**src/hw/rtl/filtered_fifo_mailbox_defines.svh**
```systemverilog
// Assertion macros for the filtered FIFO mailbox.
`ifndef FILTERED_FIFO_MAILBOX_DEFINES_SVH
`define FILTERED_FIFO_MAILBOX_DEFINES_SVH

// Implication checked on every clock edge outside reset.
`define FFM_ASSERT_IMPL(label, clk, rst_n, ante, cons) \
    label: assert property (@(posedge clk) disable iff (!rst_n) (ante) |-> (cons)) \
        else $error("mailbox check failed");

// Next-cycle implication checked outside reset.
`define FFM_ASSERT_NEXT(label, clk, rst_n, ante, cons) \
    label: assert property (@(posedge clk) disable iff (!rst_n) (ante) |=> (cons)) \
        else $error("mailbox check failed");

`endif

```
**src/hw/rtl/ffm_pkg.sv**
```systemverilog
// Shared types and constants of the filtered FIFO mailbox.
package ffm_pkg;

    localparam logic [1:0] CMD_SEND    = 2'd0;
    localparam logic [1:0] CMD_RECEIVE = 2'd1;
    localparam logic [1:0] CMD_PEEK    = 2'd2;
    localparam logic [1:0] CMD_FLUSH   = 2'd3;

    localparam logic [2:0] ST_OK      = 3'd0;
    localparam logic [2:0] ST_FULL    = 3'd1;
    localparam logic [2:0] ST_EMPTY   = 3'd2;
    localparam logic [2:0] ST_TOOBIG  = 3'd3;
    localparam logic [2:0] ST_INVALID = 3'd4;

    localparam logic [15:0] MAX_SIZE_RESET = 16'd4096;

    typedef struct packed {
        logic [1:0]  cmd;
        logic [31:0] sender_tid;
        logic [31:0] sender_generation;
        logic [31:0] message_type;
        logic [31:0] message_id;
        logic [31:0] payload_handle;
        logic [15:0] payload_size;
        logic        filter_any;
        logic [31:0] filter_sender;
        logic [15:0] buffer_capacity;
    } req_t;

    typedef struct packed {
        logic [2:0]  status;
        logic [31:0] got_sender_tid;
        logic [31:0] got_generation;
        logic [31:0] got_type;
        logic [31:0] got_id;
        logic [15:0] got_size;
        logic [31:0] got_payload_handle;
        logic [4:0]  pending_count;
    } rsp_t;

    // One stored message, held in the slot memory.
    typedef struct packed {
        logic [31:0] sender;
        logic [31:0] generation;
        logic [31:0] mtype;
        logic [31:0] ident;
        logic [15:0] size;
        logic [31:0] payload;
        logic [31:0] order;
    } slot_t;

    // Commands from the controller to the datapath.
    typedef struct packed {
        logic load;
        logic scan_start;
        logic scan_step;
        logic finish;
    } ctl_t;

    // Status from the datapath to the controller.
    typedef struct packed {
        logic scan_last;
    } sts_t;

endpackage

```
**src/hw/rtl/ffm_if.sv**
```systemverilog
// Valid/ready channel interface carrying one mailbox transaction.
interface ffm_req_if
    import ffm_pkg::*;
();
    logic valid;
    logic ready;
    req_t data;
    modport source (output valid, output data, input ready);
    modport sink (input valid, input data, output ready);
endinterface

interface ffm_rsp_if
    import ffm_pkg::*;
();
    logic valid;
    logic ready;
    rsp_t data;
    modport source (output valid, output data, input ready);
    modport sink (input valid, input data, output ready);
endinterface

```
**src/hw/rtl/ffm_ram.sv**
```systemverilog
// Generic single-port-write, single-port-read RAM with registered read.
module ffm_ram #(
    parameter int WIDTH = 8,
    parameter int DEPTH = 16
) (
    input  logic                                         clk,
    input  logic                                         we,
    input  logic [((DEPTH > 1) ? $clog2(DEPTH) : 1)-1:0] waddr,
    input  logic [WIDTH-1:0]                             wdata,
    input  logic [((DEPTH > 1) ? $clog2(DEPTH) : 1)-1:0] raddr,
    output logic [WIDTH-1:0]                             rdata
);
    logic [WIDTH-1:0] mem [DEPTH];

    always_ff @(posedge clk)
    begin
        if (we)
        begin
            mem[waddr] <= wdata;
        end
        rdata <= mem[raddr];
    end
endmodule

```
**src/hw/rtl/ffm_ctrl.sv**
```systemverilog
// Controller state machine of the mailbox: accept, scan, finish, respond.
module ffm_ctrl
    import ffm_pkg::*;
(
    input  logic clk,
    input  logic rst_n,
    input  logic in_valid,
    output logic in_ready,
    output logic out_valid,
    input  logic out_ready,
    output ctl_t ctl,
    input  sts_t sts
);
    localparam logic [1:0] S_IDLE = 2'd0;
    localparam logic [1:0] S_PRIME = 2'd1;
    localparam logic [1:0] S_SCAN = 2'd2;
    localparam logic [1:0] S_DONE = 2'd3;

    logic [1:0] state_reg, state_next;
    logic       out_valid_reg, out_valid_next;

    assign in_ready  = (state_reg == S_IDLE) && (!out_valid_reg || out_ready);
    assign out_valid = out_valid_reg;

    always_comb
    begin
        state_next     = state_reg;
        out_valid_next = out_valid_reg && !out_ready;
        ctl            = '0;
        case (state_reg)
            S_IDLE:
            begin
                if (in_valid && in_ready)
                begin
                    ctl.load   = 1'b1;
                    state_next = S_PRIME;
                end
            end
            S_PRIME:
            begin
                ctl.scan_start = 1'b1;
                state_next     = S_SCAN;
            end
            S_SCAN:
            begin
                ctl.scan_step = 1'b1;
                if (sts.scan_last)
                begin
                    state_next = S_DONE;
                end
            end
            S_DONE:
            begin
                ctl.finish     = 1'b1;
                out_valid_next = 1'b1;
                state_next     = S_IDLE;
            end
            default:
            begin
                state_next = S_IDLE;
            end
        endcase
    end

    always_ff @(posedge clk or negedge rst_n)
    begin
        if (!rst_n)
        begin
            state_reg     <= S_IDLE;
            out_valid_reg <= 1'b0;
        end
        else
        begin
            state_reg     <= state_next;
            out_valid_reg <= out_valid_next;
        end
    end
endmodule

```
**src/hw/rtl/ffm_datapath.sv**
```systemverilog
// Datapath of the mailbox: slot memory, valid bits, slot scan and result register.
module ffm_datapath
    import ffm_pkg::*;
#(
    parameter int SLOT_COUNT = 16
) (
    input  logic        clk,
    input  logic        rst_n,
    input  req_t        req,
    input  logic [15:0] max_message_size,
    input  ctl_t        ctl,
    output sts_t        sts,
    output rsp_t        rsp,
    output logic [SLOT_COUNT-1:0] valid_bits
);
    localparam int IW = (SLOT_COUNT > 1) ? $clog2(SLOT_COUNT) : 1;
    localparam int CW = $clog2(SLOT_COUNT + 1);

    req_t            req_reg;
    logic [SLOT_COUNT-1:0] valid_reg;
    logic [31:0]     order_reg;
    logic [CW-1:0]   held_reg;
    logic [IW-1:0]   rd_idx_reg;
    logic [IW-1:0]   cur_idx_reg;
    logic            cur_live_reg;
    logic            found_reg;
    logic [IW-1:0]   best_idx_reg;
    slot_t           best_reg;
    logic            free_found_reg;
    logic [IW-1:0]   free_idx_reg;
    rsp_t            rsp_reg;
    rsp_t            rsp_next;
    slot_t           rdata;
    slot_t           wdata;
    logic            we;
    logic            match;
    logic            send_ok;

    assign sts.scan_last = (cur_idx_reg == IW'(SLOT_COUNT - 1));
    assign valid_bits    = valid_reg;
    assign rsp           = rsp_reg;

    assign send_ok = (req_reg.payload_size <= max_message_size)
                  && !(req_reg.payload_size != 16'd0 && req_reg.payload_handle == 32'd0);

    always_comb
    begin
        wdata.sender     = req_reg.sender_tid;
        wdata.generation = req_reg.sender_generation;
        wdata.mtype      = req_reg.message_type;
        wdata.ident      = req_reg.message_id;
        wdata.size       = req_reg.payload_size;
        wdata.payload    = req_reg.payload_handle;
        wdata.order      = order_reg;
    end

    assign we = ctl.finish && (req_reg.cmd == CMD_SEND) && send_ok && free_found_reg;

    ffm_ram #(
        .WIDTH ($bits(slot_t)),
        .DEPTH (SLOT_COUNT)
    ) u_slots (
        .clk   (clk),
        .we    (we),
        .waddr (free_idx_reg),
        .wdata (wdata),
        .raddr (rd_idx_reg),
        .rdata (rdata)
    );

    assign match = cur_live_reg && valid_reg[cur_idx_reg]
                && (req_reg.filter_any || rdata.sender == req_reg.filter_sender);

    always_ff @(posedge clk)
    begin
        if (ctl.load)
        begin
            req_reg <= req;
        end
        if (ctl.scan_start)
        begin
            rd_idx_reg <= rd_idx_reg + IW'(1);
        end
        else if (ctl.scan_step)
        begin
            rd_idx_reg <= rd_idx_reg + IW'(1);
        end
        else
        begin
            rd_idx_reg <= '0;
        end
        if (ctl.scan_start)
        begin
            cur_idx_reg <= '0;
        end
        else if (ctl.scan_step)
        begin
            cur_idx_reg <= cur_idx_reg + IW'(1);
        end
        if (ctl.scan_step && match && (!found_reg || rdata.order < best_reg.order))
        begin
            best_reg     <= rdata;
            best_idx_reg <= cur_idx_reg;
        end
        if (ctl.scan_step && !valid_reg[cur_idx_reg] && !free_found_reg)
        begin
            free_idx_reg <= cur_idx_reg;
        end
    end

    always_ff @(posedge clk or negedge rst_n)
    begin
        if (!rst_n)
        begin
            cur_live_reg   <= 1'b0;
            found_reg      <= 1'b0;
            free_found_reg <= 1'b0;
        end
        else if (ctl.scan_start)
        begin
            cur_live_reg   <= 1'b1;
            found_reg      <= 1'b0;
            free_found_reg <= 1'b0;
        end
        else if (ctl.scan_step)
        begin
            if (match)
            begin
                found_reg <= 1'b1;
            end
            if (!valid_reg[cur_idx_reg])
            begin
                free_found_reg <= 1'b1;
            end
        end
    end

    always_ff @(posedge clk or negedge rst_n)
    begin
        if (!rst_n)
        begin
            valid_reg <= '0;
            order_reg <= '0;
            held_reg  <= '0;
        end
        else if (ctl.finish)
        begin
            case (req_reg.cmd)
                CMD_SEND:
                begin
                    if (we)
                    begin
                        valid_reg[free_idx_reg] <= 1'b1;
                        order_reg <= order_reg + 32'd1;
                        held_reg  <= held_reg + CW'(1);
                    end
                end
                CMD_RECEIVE:
                begin
                    if (found_reg && best_reg.size <= req_reg.buffer_capacity)
                    begin
                        valid_reg[best_idx_reg] <= 1'b0;
                        held_reg <= held_reg - CW'(1);
                    end
                end
                CMD_FLUSH:
                begin
                    valid_reg <= '0;
                    order_reg <= '0;
                    held_reg  <= '0;
                end
                default:
                begin
                end
            endcase
        end
    end

    always_comb
    begin
        rsp_next = '0;
        rsp_next.pending_count = 5'(held_reg);
        case (req_reg.cmd)
            CMD_SEND:
            begin
                if (req_reg.payload_size > max_message_size)
                begin
                    rsp_next.status = ST_TOOBIG;
                end
                else if (!send_ok)
                begin
                    rsp_next.status = ST_INVALID;
                end
                else if (!free_found_reg)
                begin
                    rsp_next.status = ST_FULL;
                end
                else
                begin
                    rsp_next.pending_count = 5'(held_reg + CW'(1));
                end
            end
            CMD_FLUSH:
            begin
                rsp_next.pending_count = 5'd0;
            end
            default:
            begin
                if (!found_reg)
                begin
                    rsp_next.status = ST_EMPTY;
                end
                else
                begin
                    rsp_next.got_sender_tid = best_reg.sender;
                    rsp_next.got_generation = best_reg.generation;
                    rsp_next.got_type       = best_reg.mtype;
                    rsp_next.got_id         = best_reg.ident;
                    rsp_next.got_size       = best_reg.size;
                    if (req_reg.cmd == CMD_RECEIVE)
                    begin
                        if (best_reg.size > req_reg.buffer_capacity)
                        begin
                            rsp_next.status = ST_TOOBIG;
                        end
                        else
                        begin
                            rsp_next.got_payload_handle = best_reg.payload;
                            rsp_next.pending_count = 5'(held_reg - CW'(1));
                        end
                    end
                end
            end
        endcase
    end

    always_ff @(posedge clk)
    begin
        if (ctl.finish)
        begin
            rsp_reg <= rsp_next;
        end
    end
endmodule

```
**src/hw/rtl/filtered_fifo_mailbox.sv**
```systemverilog
// Top level of the filtered FIFO mailbox.
// Every transaction reads all SLOT_COUNT slots from the slot memory one per cycle,
// tracking the lowest free slot and the oldest matching message; an accepted
// transaction steps through the states PRIME, SCAN and DONE to reach its result;
// the next transaction is accepted once the result register can take a new result,
// at best in the cycle the result leaves, and never while a transaction is in progress.
// The maximum message size register resets to 4096 and is written by cfg_we/cfg_wdata.
`include "filtered_fifo_mailbox_defines.svh"
module filtered_fifo_mailbox
    import ffm_pkg::*;
#(
    parameter int SLOT_COUNT = 16
) (
    input  logic        clk,
    input  logic        rst_n,
    input  logic        cfg_we,
    input  logic [15:0] cfg_wdata,
    ffm_req_if.sink     req,
    ffm_rsp_if.source   rsp
);
    logic [15:0] max_size_reg;
    ctl_t        ctl;
    sts_t        sts;
    logic [SLOT_COUNT-1:0] valid_bits;

    always_ff @(posedge clk or negedge rst_n)
    begin
        if (!rst_n)
        begin
            max_size_reg <= MAX_SIZE_RESET;
        end
        else if (cfg_we)
        begin
            max_size_reg <= cfg_wdata;
        end
    end

    ffm_ctrl u_ctrl (
        .clk       (clk),
        .rst_n     (rst_n),
        .in_valid  (req.valid),
        .in_ready  (req.ready),
        .out_valid (rsp.valid),
        .out_ready (rsp.ready),
        .ctl       (ctl),
        .sts       (sts)
    );

    ffm_datapath #(
        .SLOT_COUNT (SLOT_COUNT)
    ) u_dp (
        .clk              (clk),
        .rst_n            (rst_n),
        .req              (req.data),
        .max_message_size (max_size_reg),
        .ctl              (ctl),
        .sts              (sts),
        .rsp              (rsp.data),
        .valid_bits       (valid_bits)
    );

    `FFM_ASSERT_IMPL(a_no_accept_busy, clk, rst_n, ctl.scan_step || ctl.finish, !req.ready)
    `FFM_ASSERT_NEXT(a_finish_valid, clk, rst_n, ctl.finish, rsp.valid)
    `FFM_ASSERT_NEXT(a_flush_clears, clk, rst_n, ctl.finish && u_dp.req_reg.cmd == CMD_FLUSH, valid_bits == '0)
endmodule
```
**src/flat_wrapper.sv**
```systemverilog
// flat-port wrapper written by rule: the top's interface ports become plain ports
module filtered_fifo_mailbox_flat import ffm_pkg::*;
#(
    parameter int SLOT_COUNT = 16
)
  (clk, rst_n, cfg_we, cfg_wdata, req_valid, req_data, req_ready, rsp_valid, rsp_data, rsp_ready);
  ffm_req_if req_i ();
  ffm_rsp_if rsp_i ();
  input  logic clk;
  input  logic rst_n;
  input  logic cfg_we;
  input  logic [15:0] cfg_wdata;
  input wire logic [$bits(req_i.valid)-1:0] req_valid;
  input wire logic [$bits(req_i.data)-1:0] req_data;
  output wire logic [$bits(req_i.ready)-1:0] req_ready;
  output wire logic [$bits(rsp_i.valid)-1:0] rsp_valid;
  output wire logic [$bits(rsp_i.data)-1:0] rsp_data;
  input wire logic [$bits(rsp_i.ready)-1:0] rsp_ready;
  assign req_i.valid = req_valid;
  assign req_i.data = req_data;
  assign req_ready = req_i.ready;
  assign rsp_valid = rsp_i.valid;
  assign rsp_data = rsp_i.data;
  assign rsp_i.ready = rsp_ready;
  filtered_fifo_mailbox #(.SLOT_COUNT(SLOT_COUNT)) u_core (.clk(clk), .rst_n(rst_n), .cfg_we(cfg_we), .cfg_wdata(cfg_wdata), .req(req_i), .rsp(rsp_i));
endmodule
```
**config.mk**
```make
export PLATFORM = sky130hd
export DESIGN_NAME = filtered_fifo_mailbox_flat
export DESIGN_NICKNAME = d
export VERILOG_FILES = /design/src/hw/rtl/ffm_pkg.sv /design/src/hw/rtl/ffm_if.sv /design/src/hw/rtl/ffm_ram.sv /design/src/hw/rtl/ffm_ctrl.sv /design/src/hw/rtl/ffm_datapath.sv /design/src/hw/rtl/filtered_fifo_mailbox.sv /design/src/flat_wrapper.sv
export VERILOG_INCLUDE_DIRS = /design/src /design/src/hw/rtl
export SDC_FILE = /design/constraint.sdc
export NUM_CORES = 2
export LEC_CHECK = 0
export BUFFER_PORTS_ARGS = -buffer_cell sky130_fd_sc_hd__clkbuf_2
export CORE_UTILIZATION = 55
export CTS_CLUSTER_DIAMETER = 60
export CTS_CLUSTER_SIZE = 20
export DETAILED_ROUTE_END_ITERATION = 12
export PLACE_DENSITY_LB_ADDON = 0.2
export SYNTH_ARGS = -nofsm -noshare
export SYNTH_HDL_FRONTEND = slang
export SYNTH_SLANG_ARGS = --single-unit
```
**constraint.sdc**
```tcl
create_clock -name clk -period 22.7 [get_ports clk]
set_input_delay 2.27 -clock clk [delete_from_list [all_inputs] [get_ports clk]]
set_output_delay 2.27 -clock clk [all_outputs]
set_load 0.02 [all_outputs]
```
Word-level counts from Yosys, hierarchy flattened

Memories as Yosys holds them, arrays and structs flattened. A register that Yosys moved wholly into a read port is not among the register bits.
Cells that the tools add are included.

Output and inout bits: 186
Memory bits (read-only): 0
Bits of input ports: 248
Memories kept: 1
Bits in registers: 710
Logic and storage cells: 159
Bits in latches: 0
Bits in writable memories: 3328

Memory list:

| memory                  | words | bits a word | read ports | clocked after Yosys merged registers in | write ports | RTL line      | text |
|---|---|---|---|---|---|---|---|
| u_core.u_dp.u_slots.mem | 16    | 208         | 1          | 1                                       | 1           | ffm_ram.sv:13 | `logic [WIDTH-1:0] mem [DEPTH];` |

Equality and inequality tests: 12
$add $sub $neg: 5
Multiply operators: 0
$lt $le $gt $ge: 10
Multiplexer cells: 47
Bitwise operators: 5
Shift operators: 0
Reduce and logical (&&, ||, !) cells: 41
Div/mod/pow operators: 0

Operator list:

| cell                    | count |
|---|---|
| $pmux W32 S2            | 1 |
| $pmux W16 S3            | 1 |
| $mux W5                 | 8 |
| $add A32 B1 Y32 const B | 1 |
| $eq A32 B32 Y1          | 1 |
| $gt A16 B16 Y1          | 2 |
| $le A16 B16 Y1          | 2 |
| $logic_not A32 Y1       | 1 |
| $lt A32 B32 Y1          | 1 |
| $mux W16                | 2 |
| $mux W32                | 1 |
| $mux W1                 | 18 |
| $logic_and A1 B1 Y1     | 17 |
| $and A16 B16 Y16        | 1 |
| $not A16 Y16            | 1 |
| $or A16 B16 Y16         | 1 |
| $reduce_bool A16 Y1     | 1 |
| $lt A4 B5 Y1 const B    | 3 |
| $pmux W5 S3             | 1 |
| $mux W3                 | 4 |
| $pmux W5 S2             | 1 |
| $add A4 B1 Y4 const B   | 2 |
| $demux W1 S4            | 2 |
| $ge A4 B1 Y1 const B    | 2 |
| other kinds (23)        | 45 |

Depth between registers and ports, before layout

Depth in word-level cells: 8
Gate-level depth with buffers: 11
Gate-level depth less buffers: 9

Cells and area by module

A second synthesis with hierarchy kept.

Cells, all modules: 7125
Area, all modules: 155700.6 um^2

Modules (own cells, without submodules):

| module                | cells an instance | seq. area each (um^2) | area an instance (um^2) | instances |
|---|---|---|---|---|
| ffm_ram               | 5468              | 104099.8              | 128731.0                | 1 |
| ffm_datapath          | 1603              | 20389.6               | 26103.8                 | 1 |
| filtered_fifo_mailbox | 34                | 401.6                 | 650.6                   | 1 |
| ffm_ctrl              | 20                | 75.1                  | 215.2                   | 1 |

Worst setup path before layout

Ideal clock, no wire load.

Path type: register to register
From: reg u_core.u_ctrl.state_reg[0]
To: mem u_core.u_dp.u_slots.mem[0][0] in the netlist's numbering, enable pin
Setup slack: 1.526 ns
Data arrival time: 20.143 ns
Stages on the path, launching flop included: 7
Clock period less this slack: 21.174 ns
Setup time: 1.031 ns
Required time: 21.669 ns
Buffers on the path: 1
Cell sequence: dfrtp_1 -> ha_1 -> nand2_1 -> nor2_1 -> nand2_1 -> clkbuf_1 -> nor3_1

Longest elaborated chain between the ends: 7

Ends and longest elaborated chain:

| what                              | RTL line           | text |
|---|---|---|
| start: declaration                | ffm_ctrl.sv:19     | `logic [1:0] state_reg, state_next;` |
| start signal: assignment          | ffm_ctrl.sv:74     | `state_reg <= state_next;` |
| $eq A2 B2 Y1                      | ffm_ctrl.sv:30     | `case (state_reg)` |
| $mux W1                           | ffm_ctrl.sv:30     |  |
| $logic_and A1 B1 Y1 (3 in series) | ffm_datapath.sv:57 | `assign we = ctl.finish && (req_reg.cmd == CMD_SEND) && send_ok && free_found_reg;` |
| $mux W1                           | ffm_ram.sv:17      | `if (we)` |
| $mux W1 (implied by the code)     | ffm_ram.sv:19      | `mem[waddr] <= wdata;` |
| end: declaration                  | ffm_ram.sv:13      |  |

No other way between the ends.

Worst setup path after layout

From: reg u_core.u_dp.req_reg[54] in the netlist's numbering
To: mem u_core.u_dp.u_slots.mem[8][162] in the netlist's numbering, enable pin

Longest elaborated chain between the ends: 8
Elaborated cells on any way between the ends: 9
Classes of those cells: order compare (1); mux (2); reduce/logical (6)

Ends and longest elaborated chain:

| what                                                   | RTL line           | text |
|---|---|---|
| start: declaration                                     | ffm_datapath.sv:19 | `req_t req_reg;` |
| start signal: assignment                               | ffm_datapath.sv:78 | `req_reg <= req;` |
| branches (longest 3 deep; another with $le A16 B16 Y1) | n/a                |  |
| $logic_and A1 B1 Y1 (*)                                | ffm_datapath.sv:44 | `&& !(req_reg.payload_size != 16'd0 && req_reg.payload_handle == 32'd0);` |
| $logic_and A1 B1 Y1 (*) (2 in series)                  | ffm_datapath.sv:57 |  |
| $mux W1 (*)                                            | ffm_ram.sv:17      |  |
| $mux W1 (implied by the code) (*)                      | ffm_ram.sv:19      |  |

Every way passes the cells marked *.

==> flow_summary_export.csv <==
group,metric,value,unit
status,outcome,"completed",
logic_synthesis,synth_area,0.158,mm^2
logic_synthesis,ys_dominant_reg_cell,"edfxtp_1",
worst_setup_path,required,23220,ps
pwr,power_density,102,mW/mm^2
worst_setup_path,path_cells,"ha_1 -> a21oi_1 -> o21ai_0 -> a221oi_2 -> a31o_2 -> nand2_1 -> nor3_2 -> buf_4 -> buf_12 -> buf_4",
detailed_routing,via_per_inst,6.26,
pwr,ir_worst_vdd,0.0803,mV
logic_synthesis,synth_top_family_by_area,"multiplexers",
detailed_routing,dr.first_iter.drc_count,9073,
detailed_routing,wl,376000,um
timing,final-setup-viol-count,0,
logic_synthesis,synth-compound-area-share,0.0493,
logic_synthesis,ys_ff_latch,4246,
global_route,grt_max_degree,144,
finish,final_cells,12500,
logic_synthesis,syn-instance-count,8046,
run,cap_violations,0,
timing,slew_viol_final,0,
logic_synthesis,synthMuxAreaShare,0.115,
finish,multi_input_area,0.0309,mm^2
timing,fin_crit_sh,0.263,
timing,finalClockSkew,49.3,ps
die,start_util,0.553,
finish,utilization,0.607,
timing,rsz0062_at_grt,"no",
place,dp.cells,12000,
min_path,min_path_type,"reg2reg",
detailed_routing,post_drt_wl_per_cell,30.1,um
worst_setup_path,worst_setup_path_end_kind,"flip-flop",
logic_synthesis,async_flop_share,0.0177,
cts,cts.path.max_buffers,4,
finish,drive_gt1_frac,0.187,
cts,post_cts_buffers,0,
logic_synthesis,synth-adder-area-share,0.00603,
global_route,grt_antenna_before_repair,19,
pwr,p_leak,56.9,nW
cts,cts_inserted_buffers,275,
logic_synthesis,synthSimpleGateAreaFrac,0.0220,
detailed_routing,ant_nets,0,
logic_synthesis,synth.distinct_cells,68,
die,die_h,537,um
cts,cts_root_buffer,"clkbuf_16",
finish,fin_nets,8809,
die,fp.dieW,537,um
worst_setup_path,cp.arrival,6480,ps
worst_setup_path,timing_worst_setup_path_type,"reg2reg",
cts,clkTransAtPathRegs,80,ps
worst_setup_path,slowest_delay,830,ps
global_route,grt_pass1_vias,78200,
place,dp_hpwl,190000,um
logic_synthesis,postSynthAreaPerCell,19.6,um^2
die,rows,196,
cts,cts_max_level,5,
place,port_buffers,433,
worst_setup_path,cp_max_fo,107,
finish,area_growth,9.88,%
timing,fmax,168,MHz
global_route,grt_overflow_total,0,
timing,tns,0,ps
detailed_routing,drc,0,
timing,slew_headroom,0.144,
finish,largest_reg_flops,3328,
logic_synthesis,ys_seq_area_frac,0.793,
cts,ctsHoldBuffers,0,
logic_synthesis,syn_nets,8370,
finish,regArea,0.125,mm^2
global_route,grt_pass1_wl,540000,um
logic_synthesis,synthXorXnorAreaFrac,0.00239,
detailed_routing,vias,78000,
worst_setup_path,start_kind,"flip-flop",
die,dieArea,0.289,mm^2
logic_synthesis,synth-warning-count,0,
cts,cts_tree,"done",
die,pin_count,434,
cts,clock-sinks,4246,
logic_synthesis,synth_edf_count,3955,
die,core,0.285,mm^2
global_route,grt_use_total,0.259,
cts,insertion_delay,920,ps
worst_setup_path,path_common_cell,"buf_4",
place,gp_congestion,0.815,
timing,worst_pin_slew,1280,ps
finish,final.fill_count,20000,
pwr,design_power_total,17.7,mW
timing,report.final.hold_viol_count,0,
detailed_routing,first_pass_iters,6,
worst_setup_path,cp_slowest_cell,"buf_4",
timing,fin_crit,5970,ps
cts,cts.repair.resized,0,
==> cells by family after synthesis <==
kind of cell | after synthesis
xor gates and xnor gates | 43
adders and majority gates | 76
muxes | 1261
DFF | 4246
and+or+nand+nor | 687
buffers and inverters | 486
AOI/OAI and AO/OA | 1247
==> metrics by stage <==
step	instance area (um^2)	setup WS [ps]	hold WS, ps
floorplan	158000	1530	386
global placement	164000	16780	386
detailed placement	164000	16710	389
CTS	173000	16680	392
global route	173000	16390	397
finish	173000	16730	388
==> worst max-delay path: cells and delay by family (launching register included) <==
family	cells	cell delay, ps
AO/OA/AOI/OAI	4	1130
adder cells (fa/ha/maj)	1	360
buffers and inverters	3	2080
flip-flops	1	750
AND/OR/NAND/NOR	2	1040
==> worst paths after layout <==
| check | startpoint | endpoint | slack (ps) | cells past startpoint |
|---|---|---|---|---|
| max | u_core.u_dp.req_reg[54] | u_core.u_dp.u_slots.mem[8][162] | 16730 | 10 |
| min | u_core.u_dp.u_slots.rdata[140] | u_core.u_dp.best_reg[140] | 390 | 0 |
| max reg2reg | u_core.u_dp.req_reg[54] | u_core.u_dp.u_slots.mem[8][162] | 16730 | 10 |
| min reg2reg | u_core.u_dp.u_slots.rdata[140] | u_core.u_dp.best_reg[140] | 390 | 0 |
| max in group asynchronous | rst_n | u_core.max_size_reg[6] | 20350 | 2 |
| min in group asynchronous | rst_n | u_core.u_dp.order_reg[16] | 1330 | 1 |
==> cell usage after synthesis (5+ instances only) <==
cell type | n | area share
nand2_1 | 270 | 0.0064
dfrtp_1 | 74 | 0.012
buf_1 | 57 | 0.0014
a21oi_1 | 285 | 0.0090
or2_2 | 9 | 0.00036
a22o_1 | 7 | 0.00039
a221oi_1 | 207 | 0.011
edfxtp_1 | 3955 | 0.75
o31ai_1 | 5 | 0.00024
o21ai_0 | 481 | 0.015
nor2b_1 | 10 | 0.00040
or3_1 | 7 | 0.00028
nor4_1 | 17 | 0.00067
nand4_1 | 33 | 0.0013
nor2_1 | 39 | 0.00093
inv_1 | 84 | 0.0020
mux4_2 | 425 | 0.061
ha_1 | 76 | 0.0060
buf_2 | 73 | 0.0023
nor3_1 | 55 | 0.0017
and3_1 | 11 | 0.00044
mux2i_1 | 625 | 0.040
clkbuf_1 | 270 | 0.0064
xor2_1 | 5 | 0.00028
dfxtp_1 | 216 | 0.027
nand3_1 | 23 | 0.00073
a22oi_1 | 207 | 0.0099
a21o_1 | 11 | 0.00052
and2_1 | 179 | 0.0071
o211ai_1 | 5 | 0.00024
xnor2_1 | 38 | 0.0021
mux2_2 | 211 | 0.015
nand2b_1 | 15 | 0.00060
==> power by group <==
group	switching, mW	leakage, nW	internal, mW
registers	0.482	39.4	9.28
logic	1.59	13.2	1.19
clock network	2.61	4.23	2.53
total	4.68	56.9	13.0
==> cell usage in the layout, fill, tap and decap left out, types with 39 or more instances in the layout <==
| cell type | Yosys | layout |
|---|---|---|
| a221oi_1 | 207 | 207 |
| mux2_2 | 211 | 211 |
| nand2_1 | 270 | 269 |
| dfxtp_1 | 216 | 212 |
| buf_4 | 0 | 106 |
| mux2i_1 | 625 | 625 |
| clkbuf_1 | 270 | 107 |
| ha_1 | 76 | 75 |
| a22oi_1 | 207 | 207 |
| inv_1 | 84 | 83 |
| edfxtp_1 | 3955 | 3955 |
| o21ai_0 | 481 | 481 |
| clkbuf_2 | 0 | 432 |
| and2_1 | 179 | 178 |
| nor2_1 | 39 | 39 |
| clkbuf_16 | 0 | 284 |
| a21oi_1 | 285 | 284 |
| dfrtp_1 | 74 | 74 |
| mux4_2 | 425 | 425 |
==> routing by layer <==
layer  track usage  vias up  share of wire
li1              -    33300              -
met1         0.368    41300           0.42
met2         0.429     2937           0.49
met3        0.0342      453          0.070
met4        0.0603        6          0.022
met5             0        -       0.000091
==> area by class of cell <==
type                       count  share of cell area
sequential                  4246               0.721
multi-input combinational   3314               0.179
clock buffer                 402              0.0442
tap                         3762              0.0272
timing repair buffer         564              0.0201
clock inverter                90             0.00675
inverter                      84             0.00186
antenna                        4           0.0000578
No activity file was read; power rests on OpenSTA's default activity.
